--- src/hw/rtl/bbc_pkg.sv ---
// Shared types, constants and the character classifier of the bracket balance checker.
// No dependencies; used by bbc_stack_mem and bracket_balance_checker.
`default_nettype none

package bbc_pkg;

    localparam int unsigned DEFAULT_STACK_DEPTH = 64;

    localparam logic [7:0] CHAR_ROUND_OPEN   = 8'h28;  // (
    localparam logic [7:0] CHAR_ROUND_CLOSE  = 8'h29;  // )
    localparam logic [7:0] CHAR_SQUARE_OPEN  = 8'h5B;  // [
    localparam logic [7:0] CHAR_SQUARE_CLOSE = 8'h5D;  // ]
    localparam logic [7:0] CHAR_CURLY_OPEN   = 8'h7B;  // {
    localparam logic [7:0] CHAR_CURLY_CLOSE  = 8'h7D;  // }

    localparam logic [1:0] VERDICT_PENDING = 2'd0;
    localparam logic [1:0] VERDICT_VALID   = 2'd1;
    localparam logic [1:0] VERDICT_INVALID = 2'd2;

    typedef enum logic [1:0] {
        KIND_ROUND  = 2'd0,
        KIND_SQUARE = 2'd1,
        KIND_CURLY  = 2'd2
    } t_kind;

    typedef enum logic [1:0] {
        CLS_OTHER = 2'd0,
        CLS_OPEN  = 2'd1,
        CLS_CLOSE = 2'd2
    } t_cls;

    typedef struct packed {
        t_cls  cls;
        t_kind kind;
    } t_class;

    typedef struct packed {
        logic [7:0] char_code;
        logic       last_char;
    } t_in_item;

    typedef struct packed {
        logic [1:0] verdict;
        logic       failed_so_far;
    } t_out_item;

    function automatic t_class classify(input logic [7:0] c);
        t_class r;
        r.cls  = CLS_OTHER;
        r.kind = KIND_ROUND;
        case (c)
            CHAR_ROUND_OPEN:   begin r.cls = CLS_OPEN;  r.kind = KIND_ROUND;  end
            CHAR_SQUARE_OPEN:  begin r.cls = CLS_OPEN;  r.kind = KIND_SQUARE; end
            CHAR_CURLY_OPEN:   begin r.cls = CLS_OPEN;  r.kind = KIND_CURLY;  end
            CHAR_ROUND_CLOSE:  begin r.cls = CLS_CLOSE; r.kind = KIND_ROUND;  end
            CHAR_SQUARE_CLOSE: begin r.cls = CLS_CLOSE; r.kind = KIND_SQUARE; end
            CHAR_CURLY_CLOSE:  begin r.cls = CLS_CLOSE; r.kind = KIND_CURLY;  end
            default:           begin r.cls = CLS_OTHER; r.kind = KIND_ROUND;  end
        endcase
        return r;
    endfunction

endpackage

`default_nettype wire

--- src/hw/rtl/bbc_stack_mem.sv ---
// Bracket stack storage: one write port, one read port with registered read data.
// Depends on bbc_pkg for the kind type and the default depth.
`default_nettype none

module bbc_stack_mem #(
    parameter int unsigned STACK_DEPTH = bbc_pkg::DEFAULT_STACK_DEPTH,
    localparam int unsigned AW = (STACK_DEPTH > 1) ? $clog2(STACK_DEPTH) : 1
) (
    input  wire logic          i_clk,
    input  wire logic          i_wr_en,
    input  wire logic [AW-1:0] i_wr_addr,
    input  wire bbc_pkg::t_kind i_wr_kind,
    input  wire logic          i_rd_en,
    input  wire logic [AW-1:0] i_rd_addr,
    output bbc_pkg::t_kind     o_rd_kind
);

    bbc_pkg::t_kind r_mem [STACK_DEPTH];
    bbc_pkg::t_kind r_rd_kind;

    always_ff @(posedge i_clk) begin
        if (i_wr_en) begin
            r_mem[i_wr_addr] <= i_wr_kind;
        end
    end

    // Hold read data until the next read so a waiting pop keeps its operand.
    always_ff @(posedge i_clk) begin
        if (i_rd_en) begin
            r_rd_kind <= r_mem[i_rd_addr];
        end
    end

    assign o_rd_kind = r_rd_kind;

endmodule

`default_nettype wire
--- config.mk ---
export PLATFORM = sky130hd
export DESIGN_NAME = bbc_stack_mem
export DESIGN_NICKNAME = d
export VERILOG_FILES = /design/src/hw/rtl/bbc_pkg.sv /design/src/hw/rtl/bbc_stack_mem.sv
export SDC_FILE = /design/constraint.sdc
export NUM_CORES = 1
export LEC_CHECK = 0
export BUFFER_PORTS_ARGS = -buffer_cell sky130_fd_sc_hd__buf_4
export CAP_MARGIN = 10
export CORE_ASPECT_RATIO = 1.2
export CORE_UTILIZATION = 50
export DETAILED_ROUTE_END_ITERATION = 10
export GPL_TIMING_DRIVEN = 0
export PLACE_DENSITY = 0.71
export RECOVER_POWER = 50
export SETUP_SLACK_MARGIN = 0.1
export SYNTH_ARGS = -nofsm -noshare
export SYNTH_HDL_FRONTEND = slang
export SYNTH_SLANG_ARGS = --single-unit
--- constraint.sdc ---
create_clock -name i_clk -period 2.7 [get_ports i_clk]
set_input_delay 0.135 -clock i_clk [delete_from_list [all_inputs] [get_ports i_clk]]
set_output_delay 0.135 -clock i_clk [all_outputs]
set_load 0.05 [all_outputs]
==> impl_metrics.tcl <==
set metrics [dict create \
    dieArea_mm2 0.0113 \
    n_fill_cell 764 \
    fin_nets 373 \
    tns_ns 0 \
    setup_viol 0 \
    grt_max_degree 65 \
    ir_drop_mv 0.425 \
    cts_num_sinks 130 \
    crit_family "buffers and inverters" \
    antennaDiodeCount 0 \
    hp-class "primary input to flop" \
    cts_tree "yes" \
    critical_path_required_ns 2.53 \
    maxClockFrequency_mhz 462 \
    crit_arrival_ns 1.99 \
    clock_skew_ns 0.00644 \
    final_common_cell "edfxtp_1" \
    cts-root-buf "clkbuf_16" \
    portBuffers 12 \
    slowest_delay_ns 1.82 \
    grt_pass1_wl_um 17900 \
    cp_num_buf_inv 1 \
    crit_chain "clkbuf_1" \
    finalHoldViolations 0 \
    drc_errors 0 \
    drive_gt1_share_pct 18.5 \
    cap_violations 2 \
    crit_path_end_kind "flop" \
    drtIter0Drc 221 \
    combPwrFrac_pct 5.3 \
    leakagePower_nw 1.96 \
    switchingPower_mw 0.925 \
    path_class "primary input to flop" \
    start_kind "primary input" \
    fp.dieH_um 116 \
    power.internal_mw 3.86 \
    clkTransAtPathRegs_ns 0.05 \
    synth-async-reset-ratio_pct 0 \
    syn_area_mm2 0.00542 \
    grt_usage_pct 22.6 \
    drt-total-wl_um 11500 \
    ys_ff_latch 130 \
    multi_input_area_mm2 0.00142 \
    die_x_um 97.0 \
    outcome "complete, but fails checks" \
    num_io_pins 19 \
    syn_nets 341 \
    vias_per_cell 6.14 \
    drt_first_pass_iters 5 \
    hpwl_um 7200 \
    synth_edf_count 130 \
    postSynthAreaPerCell_um2 16.7 \
    crit_fanout 64 \
    p_sw_share_pct 19.3 \
    overflow 0 \
    slew_headroom_pct -74.8 \
    place_area_mm2 0.00567 \
    grt_pass1_vias 3175 \
    initial_utilization_pct 51.5 \
    tightest_slew_ns 2.62 \
    rsz0062_at_grt "no" \
    postRouteAntennaNets 0 \
    cts_max_level 4 \
    p_per_area_mw_per_mm2 765 \
    cts_buffer_depth 2 \
    synth_cell_types 36 \
    pwr-share-clk_pct 47.7 \
    period_needed_ns 2.16 \
    violations "capacitance limit, slew limit" \
    slew_violations 130 \
    power_frac_seq_pct 47.0 \
    ys_warn_count 0 \
    syn_to_final_growth_pct 15.3 \
    period_share_pct 80.1 \
    cts_buffers 17 \
    cpMaxStageDelayCell "clkbuf_1" \
    final_cell_mix "130 x edfxtp_1, 70 x nor2_1, 29 x mux4_2, 19 x clkbuf_1, 17 x clkbuf_16" \
    ctsResizeCount 0 \
    synth_ff_type "edfxtp_1" \
    ff_latch_area_mm2 0.00390 \
    dr_total_vias 3045 \
    wl_per_cell_um 23.1 \
    ys_seq_area_share_pct 72.1 \
    rows 41 \
    clk-insertion-delay-late_ns 0.41 \
    routabilityCongestion 0.845 \
    antenna_found_initial 0 \
    syn_inst 324 \
    coreArea_mm2 0.0105 \
    finalInstanceArea_mm2 0.00625 \
]
[path summary, 6_finish.rpt]
path	startpoint	depth (start not counted)	slack, ns	end
setup / recovery	i_wr_kind[1]	1	0.54	r_mem[29][1]
hold / removal	i_rd_addr[5]	2	0.12	o_rd_kind[1]
hold reg to reg	r_mem[25][1]	5	1.00	o_rd_kind[1]
setup reg to reg	r_mem[23][0]	5	0.75	o_rd_kind[0]
[per-layer routing]
layer  share of wire [%]  vias to the layer above  global-route usage (%)
met1                  41                     1537                    27.8
met5                   0                        -                       0
met4                 4.0                        0                    13.3
met3                 5.8                       34                    6.27
met2                  50                      135                    36.5
li1                    -                     1339                       -
[final cells by class]
cell class                      instances  share of cell area, %
Buffer                                 17                   1.48
Clock buffer                           22                   7.11
Inverter                                1                 0.0601
Timing Repair Buffer                   13                   1.42
Tap cell                              129                   2.58
Multi-Input combinational cell        176                   22.7
Sequential cell                       130                   62.5
Clock inverter                          8                   2.18
[kinds of logic after synthesis]
| group | count (synthesis) | share of synthesized area [%] |
|---|---|---|
| multiplexers | 35 | 13.2 |
| flip-flops | 130 | 72.1 |
| buffers and inverters | 18 | 1.78 |
| AND/OR/NAND/NOR | 116 | 9.58 |
| AO/OA/AOI/OAI | 25 | 3.40 |
[metrics by stage]
step / utilization (%) / hold slack (ns) / setup WS [ns] / total power, mW / instances
2_1_floorplan: - / 0.234 / 0.948 / 2.43 / 324
3_3_place_gp: 53.9 / 0.346 / 0.523 / 2.53 / 465
3_5_place_dp: 53.9 / 0.349 / 0.544 / 2.54 / 465
4_1_cts: 59.5 / 0.102 / 0.765 / 4.80 / 496
5_1_grt: 59.4 / 0.121 / 0.363 / 4.91 / 496
6_report: 59.4 / 0.124 / 0.537 / 4.78 / 496
[sequential cells by signal (all words and copies together), names as in the netlist]
name / cells
o_rd_kind: 2
r_mem: 128
[synthesized netlist by cell type, types with 3 or more instances]
cell | count | area share, %
clkbuf_1 | 11 | 0.76
buf_6 | 3 | 0.62
nor2b_1 | 7 | 0.81
nand2b_1 | 4 | 0.46
nand3_1 | 7 | 0.65
o21ai_0 | 3 | 0.28
mux4_2 | 29 | 12
nand2_1 | 14 | 0.97
edfxtp_1 | 130 | 72
a311oi_1 | 3 | 0.49
nand3b_1 | 4 | 0.55
mux2i_1 | 5 | 0.92
a22oi_1 | 6 | 0.83
nor2_1 | 70 | 4.8
[what timing repair did]
item,CTS,global route
setup buffers,0,0
hold endpoints to repair,2,0
hold buffers,1,0
setup endpoints to repair,0,0
[power groups by stage]
stage	clock, mW	sequential (mW)	combinational [mW]
after global routing	2.38	2.25	0.271
final	2.28	2.25	0.252
after global placement	0	2.28	0.247
after detailed placement	0	2.28	0.252
after floorplan	0	2.29	0.141
after CTS	2.30	2.25	0.256
No activity file was read; power rests on OpenSTA's default activity.
